===== src/design/scpr_pkg.sv =====
`default_nettype none
package scpr_pkg;

  localparam int MAX_FRAMES_DEF = 16;
  localparam int PAGE_BITS_DEF  = 16;

  localparam int FIU_W   = 5;
  localparam int PAGE_W  = 16;
  localparam int SLOT_W  = 4;
  localparam int FAULT_W = 32;

  localparam logic [FIU_W-1:0] FIU_RESET = 5'd16;

  typedef struct packed {
    logic capture;
    logic lookup;
    logic sweep;
    logic publish;
  } cmd_t;

  typedef struct packed {
    logic hit;
    logic fill;
    logic found;
    logic out_busy;
  } sts_t;

endpackage
`default_nettype wire


===== src/design/scpr_ctrl.sv =====
`default_nettype none
module scpr_ctrl (
  input  wire logic         clk_i,
  input  wire logic         rst_ni,
  input  wire logic         in_valid_i,
  output logic              in_stall_o,
  input  scpr_pkg::sts_t    sts_i,
  output scpr_pkg::cmd_t    cmd_o
);
  import scpr_pkg::*;

  typedef enum logic [3:0] {
    S_IDLE  = 4'b0001,
    S_LOOK  = 4'b0010,
    S_SWEEP = 4'b0100,
    S_DONE  = 4'b1000
  } state_e;

  state_e state_q, state_d;
  logic   accept;

  assign in_stall_o = (state_q != S_IDLE);
  assign accept     = in_valid_i && !in_stall_o;

  always_comb begin
    state_d        = state_q;
    cmd_o.capture  = 1'b0;
    cmd_o.lookup   = 1'b0;
    cmd_o.sweep    = 1'b0;
    cmd_o.publish  = 1'b0;
    case (state_q)
      S_IDLE: begin
        if (accept) begin
          cmd_o.capture = 1'b1;
          state_d       = S_LOOK;
        end
      end
      S_LOOK: begin
        cmd_o.lookup = 1'b1;
        if (sts_i.hit || sts_i.fill) begin
          state_d = S_DONE;
        end else begin
          state_d = S_SWEEP;
        end
      end
      S_SWEEP: begin
        cmd_o.sweep = 1'b1;
        if (sts_i.found) begin
          state_d = S_DONE;
        end
      end
      S_DONE: begin
        // hold the result until the output register frees up
        if (!sts_i.out_busy) begin
          cmd_o.publish = 1'b1;
          state_d       = S_IDLE;
        end
      end
      default: begin
        state_d = S_IDLE;
      end
    endcase
  end

  always_ff @(posedge clk_i or negedge rst_ni) begin
    if (!rst_ni) begin
      state_q <= S_IDLE;
    end else begin
      state_q <= state_d;
    end
  end

endmodule
`default_nettype wire


===== src/design/scpr_dp.sv =====
`default_nettype none
module scpr_dp #(
  parameter int MAX_FRAMES = scpr_pkg::MAX_FRAMES_DEF,
  parameter int PAGE_BITS  = scpr_pkg::PAGE_BITS_DEF
) (
  input  wire logic                          clk_i,
  input  wire logic                          rst_ni,
  input  wire logic                          cfg_we_i,
  input  wire logic [scpr_pkg::FIU_W-1:0]    cfg_wdata_i,
  input  wire logic [scpr_pkg::PAGE_W-1:0]   page_number_i,
  input  scpr_pkg::cmd_t                     cmd_i,
  output scpr_pkg::sts_t                     sts_o,
  input  wire logic                          out_stall_i,
  output logic                               out_valid_o,
  output logic                               page_hit_o,
  output logic [scpr_pkg::SLOT_W-1:0]        frame_slot_o,
  output logic                               evicted_valid_o,
  output logic [scpr_pkg::PAGE_W-1:0]        evicted_page_o,
  output logic [scpr_pkg::FAULT_W-1:0]       fault_total_o
);
  import scpr_pkg::*;

  localparam int IDX_W = (MAX_FRAMES > 1) ? $clog2(MAX_FRAMES) : 1;
  localparam int CNT_W = $clog2(MAX_FRAMES + 1);

  // control state
  logic [FIU_W-1:0]    fiu_q;
  logic [CNT_W-1:0]    filled_q, filled_d;
  logic [IDX_W-1:0]    hand_q, hand_d;
  logic [FAULT_W-1:0]  fault_q, fault_d;
  logic                out_valid_q, out_valid_d;

  // payload state
  logic [PAGE_BITS-1:0] frame_q [MAX_FRAMES];
  logic [MAX_FRAMES-1:0] refb_q;
  logic [PAGE_BITS-1:0] page_q;
  logic                 res_hit_q;
  logic [IDX_W-1:0]     res_slot_q;
  logic                 res_evv_q;
  logic [PAGE_BITS-1:0] res_old_q;
  logic                 out_hit_q;
  logic [SLOT_W-1:0]    out_slot_q;
  logic                 out_evv_q;
  logic [PAGE_W-1:0]    out_old_q;
  logic [FAULT_W-1:0]   out_fault_q;

  logic [31:0]          page_ext;
  logic [31:0]          slot_ext;
  logic [31:0]          old_ext;
  logic [CNT_W-1:0]     limit;
  logic                 hit;
  logic [IDX_W-1:0]     hit_idx;
  logic                 fill;
  logic [CNT_W-1:0]     filled_inc;
  logic [CNT_W-1:0]     hand_inc;
  logic [IDX_W-1:0]     hand_step;
  logic [IDX_W-1:0]     fill_idx;
  logic                 found;
  logic                 miss;

  assign page_ext = 32'(page_number_i);
  assign slot_ext = 32'(res_slot_q);
  assign old_ext  = 32'(res_old_q);

  // clamp the frame count register into 1..MAX_FRAMES
  always_comb begin
    if (fiu_q == '0) begin
      limit = CNT_W'(1);
    end else if (32'(fiu_q) > MAX_FRAMES) begin
      limit = CNT_W'(MAX_FRAMES);
    end else begin
      limit = CNT_W'(fiu_q);
    end
  end

  // parallel tag compare, lowest matching frame wins
  always_comb begin
    hit     = 1'b0;
    hit_idx = '0;
    for (int i = MAX_FRAMES - 1; i >= 0; i--) begin
      if ((32'(i) < 32'(filled_q)) && (frame_q[i] == page_q)) begin
        hit     = 1'b1;
        hit_idx = IDX_W'(i);
      end
    end
  end

  assign fill       = (filled_q < limit);
  assign filled_inc = filled_q + CNT_W'(1);
  assign fill_idx   = filled_q[IDX_W-1:0];
  assign hand_inc   = CNT_W'(hand_q) + CNT_W'(1);
  assign hand_step  = (hand_inc >= filled_q) ? '0 : hand_inc[IDX_W-1:0];
  assign found      = !refb_q[hand_q];
  assign miss       = cmd_i.lookup && !hit;

  assign sts_o.hit      = hit;
  assign sts_o.fill     = fill;
  assign sts_o.found    = found;
  assign sts_o.out_busy = out_valid_q && out_stall_i;

  always_comb begin
    filled_d = filled_q;
    hand_d   = hand_q;
    fault_d  = fault_q;
    if (cmd_i.lookup && !hit) begin
      if (fill) begin
        filled_d = filled_inc;
        if (filled_inc == limit) begin
          hand_d = '0;
        end else begin
          hand_d = hand_q + IDX_W'(1);
        end
      end else if (CNT_W'(hand_q) >= filled_q) begin
        hand_d = '0;
      end
    end
    if (cmd_i.sweep) begin
      hand_d = hand_step;
    end
    if (miss && (fault_q != '1)) begin
      fault_d = fault_q + FAULT_W'(1);
    end
  end

  always_comb begin
    out_valid_d = out_valid_q;
    if (cmd_i.publish) begin
      out_valid_d = 1'b1;
    end else if (!out_stall_i) begin
      out_valid_d = 1'b0;
    end
  end

  always_ff @(posedge clk_i or negedge rst_ni) begin
    if (!rst_ni) begin
      fiu_q       <= FIU_RESET;
      filled_q    <= '0;
      hand_q      <= '0;
      fault_q     <= '0;
      out_valid_q <= 1'b0;
    end else begin
      if (cfg_we_i) begin
        fiu_q <= cfg_wdata_i;
      end
      filled_q    <= filled_d;
      hand_q      <= hand_d;
      fault_q     <= fault_d;
      out_valid_q <= out_valid_d;
    end
  end

  always_ff @(posedge clk_i) begin
    if (cmd_i.capture) begin
      page_q <= page_ext[PAGE_BITS-1:0];
    end
    if (cmd_i.lookup) begin
      if (hit) begin
        refb_q[hit_idx] <= 1'b1;
        res_hit_q       <= 1'b1;
        res_slot_q      <= hit_idx;
        res_evv_q       <= 1'b0;
        res_old_q       <= '0;
      end else if (fill) begin
        frame_q[fill_idx] <= page_q;
        refb_q[fill_idx]  <= 1'b0;
        res_hit_q         <= 1'b0;
        res_slot_q        <= fill_idx;
        res_evv_q         <= 1'b0;
        res_old_q         <= '0;
      end
    end
    if (cmd_i.sweep) begin
      // give a second chance, or replace on a clear bit
      refb_q[hand_q] <= 1'b0;
      if (found) begin
        frame_q[hand_q] <= page_q;
        res_hit_q       <= 1'b0;
        res_slot_q      <= hand_q;
        res_evv_q       <= 1'b1;
        res_old_q       <= frame_q[hand_q];
      end
    end
    if (cmd_i.publish) begin
      out_hit_q   <= res_hit_q;
      out_slot_q  <= slot_ext[SLOT_W-1:0];
      out_evv_q   <= res_evv_q;
      out_old_q   <= old_ext[PAGE_W-1:0];
      out_fault_q <= fault_q;
    end
  end

  assign out_valid_o     = out_valid_q;
  assign page_hit_o      = out_hit_q;
  assign frame_slot_o    = out_slot_q;
  assign evicted_valid_o = out_evv_q;
  assign evicted_page_o  = out_old_q;
  assign fault_total_o   = out_fault_q;

endmodule
`default_nettype wire


===== src/design/second_chance_page_replacer.sv =====
// Flow: an accepted word is captured and looked up; on a hit or a fill its
//   result is published to the output register, and on a replacement the
//   clock sweep first visits up to the number of filled frames plus one,
//   one stored frame tested per cycle. Only one word is taken at a time;
//   the next is accepted after publish, and a waiting result adds stall time.
// Reset: clears fill count, hand, fault total and output valid, frame count to
//   16; frame contents and reference bits are not cleared and need no sweep.
`default_nettype none
module second_chance_page_replacer #(
  parameter int MAX_FRAMES = scpr_pkg::MAX_FRAMES_DEF,
  parameter int PAGE_BITS  = scpr_pkg::PAGE_BITS_DEF
) (
  input  wire logic                          clk_i,
  input  wire logic                          rst_ni,
  input  wire logic                          cfg_we_i,
  input  wire logic [scpr_pkg::FIU_W-1:0]    cfg_wdata_i,
  input  wire logic                          in_valid_i,
  output logic                               in_stall_o,
  input  wire logic [scpr_pkg::PAGE_W-1:0]   page_number_i,
  output logic                               out_valid_o,
  input  wire logic                          out_stall_i,
  output logic                               page_hit_o,
  output logic [scpr_pkg::SLOT_W-1:0]        frame_slot_o,
  output logic                               evicted_valid_o,
  output logic [scpr_pkg::PAGE_W-1:0]        evicted_page_o,
  output logic [scpr_pkg::FAULT_W-1:0]       fault_total_o
);
  import scpr_pkg::*;

  cmd_t cmd;
  sts_t sts;

  scpr_ctrl u_ctrl (
    .clk_i      (clk_i),
    .rst_ni     (rst_ni),
    .in_valid_i (in_valid_i),
    .in_stall_o (in_stall_o),
    .sts_i      (sts),
    .cmd_o      (cmd)
  );

  scpr_dp #(
    .MAX_FRAMES (MAX_FRAMES),
    .PAGE_BITS  (PAGE_BITS)
  ) u_dp (
    .clk_i           (clk_i),
    .rst_ni          (rst_ni),
    .cfg_we_i        (cfg_we_i),
    .cfg_wdata_i     (cfg_wdata_i),
    .page_number_i   (page_number_i),
    .cmd_i           (cmd),
    .sts_o           (sts),
    .out_stall_i     (out_stall_i),
    .out_valid_o     (out_valid_o),
    .page_hit_o      (page_hit_o),
    .frame_slot_o    (frame_slot_o),
    .evicted_valid_o (evicted_valid_o),
    .evicted_page_o  (evicted_page_o),
    .fault_total_o   (fault_total_o)
  );

endmodule
`default_nettype wire


===== config.mk =====
export PLATFORM = sky130hd
export DESIGN_NAME = second_chance_page_replacer
export DESIGN_NICKNAME = d
export VERILOG_FILES = /design/src/design/scpr_pkg.sv /design/src/design/scpr_ctrl.sv /design/src/design/scpr_dp.sv /design/src/design/second_chance_page_replacer.sv
export SDC_FILE = /design/constraint.sdc
export NUM_CORES = 1
export LEC_CHECK = 0
export ABC_AREA = 1
export BUFFER_PORTS_ARGS = -buffer_cell sky130_fd_sc_hd__buf_4
export CORE_MARGIN = 3
export CORE_UTILIZATION = 63
export DETAILED_ROUTE_END_ITERATION = 10
export HOLD_SLACK_MARGIN = 0.06
export PLACE_DENSITY = 0.78
export SLEW_MARGIN = 20
export SYNTH_ARGS = -nofsm -noshare
export SYNTH_HDL_FRONTEND = slang
export SYNTH_SLANG_ARGS = --single-unit

===== constraint.sdc =====
create_clock -name clk_i -period 5.13 [get_ports clk_i]
set_clock_uncertainty 0.05 [all_clocks]
set_input_delay 1.026 -clock clk_i [delete_from_list [all_inputs] [get_ports clk_i]]
set_output_delay 1.026 -clock clk_i [all_outputs]
set_load 0.005 [all_outputs]

==> flow_metrics.tcl, run 1 <==
set metrics [dict create \
    status "finished, final reports clean" \
    cts_setup_buffers 0 \
    report.final.setup_viol 0 \
    wl_per_cell_um 25.0 \
    ant_nets 0 \
    die_area_sq_um 37500 \
    slowest_stage "edfxtp_1" \
    synth_area_leaders "edfxtp_1 (44%), nand2_1 (6.1%), dfrtp_1 (5.5%)" \
    die_w_um 194 \
    worstPathCellList "buf_4 > xor2_1 > nor2_1 > nand4_1 > nand2_1 > nor2_1 > nand3_2 > nor2_2 > nor2_1 > inv_2 > nand2_1 > nor2_1 > buf_4" \
    synthCells 2343 \
    ys_ff_latch 415 \
    min_period_ps 4160 \
    start_kind "register" \
    cts_resized 0 \
    syn-num-nets 2392 \
    die_h_um 194 \
    antenna_found_initial 2 \
    grt_overflow 0 \
    clkSlewWorstSetupHoldPaths_ps 60 \
    num_antenna_cells 0 \
    start_util_pct 64.0 \
    rsz0062_at_grt "false" \
    synth_cell_types 67 \
    core-area_sq_um 34600 \
    crit_family "simple AND/OR/NAND/NOR gates" \
    critical_path_buf_inv_count 3 \
    clk_latency_ps 580 \
    vias 18954 \
    powerDensity_nw_per_um2 503 \
    netlist.area_leader.share_pct 44.2 \
    slew_violations 0 \
    io_buffers 81 \
    fin_crit_sh_pct 81.2 \
    routabilityCongestion 1.06 \
    cts_tree "done" \
    fin_setup_tns_ps 0 \
    hold_violations 0 \
    final_nets 2473 \
    synth.avg_cell_area_sq_um 9.46 \
    clockBufferDepth 3 \
    synth-edff-count 326 \
    hp-class "register to register" \
    cts_num_sinks 415 \
    synth-warning-count 0 \
    rows 68 \
    grt_pass1_vias 17976 \
    cts_root_buf "clkbuf_16" \
    worst_pin_slew_ps 908 \
    post-route-drc-count 0 \
    worstSetupEndpointType "register" \
    p_leak_nw 9.57 \
    vias_per_cell 6.51 \
    synth_top_cell_by_area "edfxtp_1" \
    drive_gt1_share_pct 11.7 \
    ys_seq_area_share_pct 53.4 \
    relSlewSlack_pct 39.5 \
    cap_violations 0 \
    h-tree-depth 2 \
    worst_ep_arrival_time_ps 4390 \
    critPathMaxFanout 20 \
    worst_ir_drop_vdd_mv 0.489 \
    area_growth_pct 11.0 \
    synthFlopType "edfxtp_1" \
    grt_max_degree 85 \
    cpMostUsedCell "nor2_1" \
    async_reset_ff_share_pct 12.3 \
    hpwl_um 51700 \
    track_usage_pct 38.1 \
    dr.first_iter.drc_count 2844 \
    required_ps 5350 \
    finalWirelength_um 72800 \
    critPathMaxStageDelay_ps 830 \
    final_util_pct 71.1 \
    io_pins 82 \
    clock.fmax_mhz 240 \
    grt_first_pass_wirelength_um 109000 \
    cts_buffers 44 \
    synth.cell_area_sq_um 22200 \
    ctsHoldBuffers 0 \
    firstDrtPassIters 6 \
    crit_type "register to register" \
]
==> cell type report <==
cell class / count / area (sq um)
Clock buffer: 55 / 1200
Clock inverter: 25 / 165
Fill cell: 2595 / 10000
Inverter: 213 / 802
Multi-Input combinational cell: 1615 / 9000
Sequential cell: 415 / 11800
Tap cell: 455 / 569
Timing Repair Buffer: 135 / 1040
==> worst paths after layout <==
kind	start	endpoint	slack, ps	cells after the start
max	u_dp.page_q[3]	u_dp.frame_q[14][12]	970	13
min	u_dp.res_old_q[12]	u_dp.evicted_page_o[12]	380	0
max reg2reg	u_dp.page_q[3]	u_dp.frame_q[14][12]	970	13
min reg2reg	u_dp.res_old_q[12]	u_dp.evicted_page_o[12]	380	0
max in group asynchronous	rst_ni	u_dp.hand_q[0]	4080	1
min in group asynchronous	rst_ni	u_dp.fiu_q[3]	440	1
==> logic make-up after synthesis <==
kind of cell | count (synthesis) | synth area share, %
and+or+nand+nor | 949 | 19.8
AOI/OAI and AO/OA | 432 | 11.0
DFF | 415 | 53.4
buffers and inverters | 313 | 6.15
xor gates and xnor gates | 208 | 8.22
adders and majority gates | 23 | 1.30
muxes | 3 | 0.152
==> layer usage <==
metal | vias to the layer above | part of all wire [%] | GRT usage, %
met2 | 1476 | 43 | 57.4
met1 | 8867 | 38 | 52.1
li1 | 8289 | - | -
met3 | 318 | 12 | 8.73
met4 | 4 | 6.6 | 20.0
met5 | - | 0.037 | 0
==> per-stage QoR <==
step | cells | hold slack [ps] | instance area (sq um) | worst slack, ps | power [mW]
after floorplan | 2343 | 359 | 22200 | 916 | 7.38
after global placement | 2833 | 366 | 23200 | 1240 | 9.08
after detailed placement | 2833 | 371 | 23200 | 1140 | 9.15
after CTS | 2913 | 381 | 24600 | 1070 | 12.2
after global routing | 2913 | 389 | 24600 | 815 | 12.8
final | 2913 | 382 | 24600 | 966 | 12.4
==> Yosys cell counts (all sizes together) (5+ instances only) <==
| library cell | count |
|---|---|
| or2 | 22 |
| nor3 | 70 |
| o22ai | 43 |
| dfrtp | 49 |
| buf | 54 |
| nor2 | 255 |
| a21oi | 105 |
| nand3 | 79 |
| inv | 212 |
| nand2 | 371 |
| xnor2 | 77 |
| xor2 | 131 |
| nor4 | 51 |
| o2111ai | 9 |
| nor3b | 5 |
| clkbuf | 46 |
| dfxtp | 38 |
| a221oi | 8 |
| edfxtp | 326 |
| and2 | 5 |
| nor4b | 6 |
| o211ai | 5 |
| nand3b | 14 |
| o21ai | 221 |
| a211oi | 9 |
| a22o | 15 |
| nand4 | 64 |
| ha | 23 |
==> cell usage in the layout, fill, tap and decap left out, drive strengths merged, types with 22 or more instances in the layout <==
cell    Yosys  layout
xor2      131     131
nor4       51      51
o22ai      43      43
or2        22      22
inv       212     213
ha         23      23
o21ai     221     221
buf        54     135
nand2     371     371
nor3       70      70
dfrtp      49      49
xnor2      77      77
nor2      255     255
nand4      64      64
a21oi     105     105
dfxtp      38      38
edfxtp    326     326
clkbuf     46      55
nand3      79      79
==> power by group <==
part,internal (mW),switching (mW)
logic,1.33,3.43
registers,4.20,0.366
clock network,1.72,1.32
==> state kept, by name, summed over array words and instances (netlist names) <==
| register | flops |
|---|---|
| u_ctrl.state_q | 4 |
| u_dp.evicted_page_o | 16 |
| u_dp.evicted_valid_o | 1 |
| u_dp.fault_q | 32 |
| u_dp.fault_total_o | 32 |
| u_dp.filled_q | 5 |
| u_dp.fiu_q | 5 |
| u_dp.frame_q | 256 |
| u_dp.frame_slot_o | 4 |
| u_dp.hand_q | 4 |
| u_dp.out_valid_o | 1 |
| u_dp.page_hit_o | 1 |
| u_dp.page_q | 16 |
| u_dp.refb_q | 16 |
| u_dp.res_evv_q | 1 |
| u_dp.res_hit_q | 1 |
| u_dp.res_old_q | 16 |
| u_dp.res_slot_q | 4 |
No activity file was read; power rests on OpenSTA's default activity.
==> run 2: changes to the inputs <==
Settings changed: CORE_UTILIZATION 63 to 57, PLACE_DENSITY 0.78 to 0.74.
Clock period 5.13 ns to 3.4 ns, I/O delays scaled along.
==> run 2 against run 1 <==
  * Largest power group unchanged
  * Register-to-register slack got worse by 890 ps
  * Global-route usage fell by 2.4 points
  * Sequential cell count did not move
  * Critical path depth rose by 2
  * Clock power rose by 64%
  * Die area rose by 10%
  * Final area rose by 4.7%
  * Sequential share of layout area fell by 2.2 points
  * Critical path type unchanged
  * Via count fell by 0.64%
==> flow_metrics.tcl, run 2 (synthesis results as in run 1) <==
set metrics [dict create \
    status "finished, final reports clean" \
    relSlewSlack_pct 42.0 \
    ant_nets 0 \
    multiInputGateArea_sq_um 9090 \
    design_area_sq_um 25800 \
    intPower_mw 11.8 \
    clock.fmax_mhz 301 \
    rows 71 \
    worst_pin_slew_ps 861 \
    final_nets 2545 \
    worstSetupEndpointType "register" \
    wl_per_cell_um 24.6 \
    fin_cells 3043 \
    power_mw 19.7 \
    grt_overflow 0 \
    placed_cell_area_sq_um 24100 \
    grt_first_pass_wirelength_um 111000 \
    track_usage_pct 35.7 \
    firstDrtPassIters 6 \
    slew_violations 0 \
    clockPowerShare_pct 25.3 \
    dr.first_iter.drc_count 2450 \
    antenna_found_initial 0 \
    cpMostUsedCell "nor2_2" \
    seqPwrFrac_pct 34.1 \
    worst_ir_drop_vdd_mv 0.758 \
    report.final.setup_viol 0 \
    largest_reg_flops 256 \
    post-route-drc-count 0 \
    combPwrFrac_pct 40.6 \
    area_growth_pct 16.3 \
    worst-path-stages 15 \
    switching_share_pct 40.0 \
    vias_per_cell 6.19 \
    cap_violations 0 \
    cts_root_buf "clkbuf_16" \
    clockBufferDepth 3 \
    dp.cells 2954 \
    worst_r2r_endpoint "u_dp.frame_q[9][7]" \
    finalWirelength_um 74800 \
    crit_family "simple AND/OR/NAND/NOR gates" \
    hp-class "input port to async pin" \
    core-area_sq_um 38000 \
    cts_num_sinks 415 \
    crit_type "register to register" \
    worst_ep_arrival_time_ps 3560 \
    final_common_cell "nand2_1" \
    ctsHoldBuffers 0 \
    min_period_ps 3320 \
    powerDensity_nw_per_um2 765 \
    io_buffers 81 \
    r2r_setup_slack_ps 80 \
    rsz0062_at_grt "true" \
    clk_latency_ps 590 \
    nFillCells 3053 \
    switchingPower_mw 7.89 \
    die_area_sq_um 41300 \
    critPathMaxStageDelay_ps 590 \
    slowest_stage "edfxtp_1" \
    start_kind "register" \
    io_pins 82 \
    rr_startpoint "u_dp.page_q[11]" \
    die_w_um 203 \
    crit_start "u_dp.page_q[11]" \
    hpwl_um 53900 \
    largest-register "u_dp.frame_q" \
    vias 18832 \
    drive_gt1_share_pct 15.2 \
    start_util_pct 58.3 \
    grt_pass1_vias 17666 \
    required_ps 3640 \
    critPathMaxFanout 16 \
    hold_violations 0 \
    cts_buffers 44 \
    clkSlewWorstSetupHoldPaths_ps 60 \
    whs_ps 80.6 \
    r2r_cells 15 \
    grt_max_degree 142 \
    die_h_um 203 \
    fin_crit_sh_pct 97.7 \
    final_cell_mix "nand2_1 (358), edfxtp_1 (326), nor2_1 (231)" \
    routabilityCongestion 1.01 \
    num_antenna_cells 0 \
    crit_end "u_dp.frame_q[9][7]" \
    worstPathCellList "buf_4 > xor2_1 > nor4_1 > nand3_1 > nand2_1 > nor2_2 > inv_1 > nor2_2 > nand3_2 > nor2_2 > nor2_1 > inv_2 > nand3_1 > nor2_2 > buf_12" \
    h-tree-depth 2 \
    regArea_sq_um 11800 \
    critical_path_buf_inv_count 4 \
    cts_tree "done" \
    p_leak_nw 10.1 \
]
[run 2: changes by cell type in the layout (fill, tap and decap cells not counted), moves of 3 or more]
cell,previous run,this run
clkbuf_1,6,9
nor2_1,241,231
buf_4,133,178
nor2_4,2,5
nand2_1,361,358
nor2_2,12,19
bufinv_16,1,5
buf_12,2,26
[run 2: worst min path at each step]
stage / cells after the start / slack [ps] / to / from
4_1_cts: 1 / 120 / u_dp.hand_q[3] / rst_ni
3_5_place_dp: 0 / 370 / u_dp.evicted_page_o[13] / u_dp.res_old_q[13]
6_report: 1 / 80 / u_ctrl.state_q[2] / rst_ni
5_1_grt: 1 / 140 / u_ctrl.state_q[2] / rst_ni
2_1_floorplan: 0 / 330 / u_ctrl.state_q[1] / rst_ni
3_3_place_gp: 0 / 360 / u_dp.evicted_page_o[14] / u_dp.res_old_q[14]
[run 2: per-layer routing]
metal / share of wire, % / vias up / wire [um] / GRT usage, %
li1: - / 8448 / - / -
met1: 39 / 8964 / 29400 / 50.4
met2: 45 / 1250 / 33400 / 55.3
met3: 12 / 170 / 9010 / 7.34
met4: 4.1 / 0 / 3060 / 12.6
met5: 0 / - / 0 / 0
[run 2: timing repair]
item,4_1_cts,5_1_grt
setup buffers,0,6
resized for setup,8,29
pin swaps,0,1
cloned,0,1
setup endpoints to repair,288,280
[run 2: power by group through the flow]
stage	clock [mW]	combinational [mW]	sequential, mW
CTS	5.02	7.66	6.71
global route	5.25	8.45	6.77
global placement	0	7.55	6.79
floorplan	0	4.33	6.80
detailed placement	0	7.61	6.81
finish	4.98	8.01	6.73
[run 2: final cells by class]
| type | instances | area share, % |
|---|---|---|
| flip-flops and latches | 415 | 45.9 |
| clock buffers | 59 | 4.81 |
| inverters | 213 | 3.16 |
| clock inverters | 23 | 0.961 |
| multi-input cells | 1615 | 35.3 |
| well taps | 511 | 2.48 |
| repair buffers | 207 | 7.39 |
[run 2: per-stage QoR]
step	utilization (%)	setup WS, ps	TNS, ps
detailed placement	63.4	-296	-45110
floorplan	-	-270	-8650
CTS	67.4	32.9	0
global placement	63.4	-272	-40270
global route	67.8	-17.0	-290
finish	67.8	78.0	0
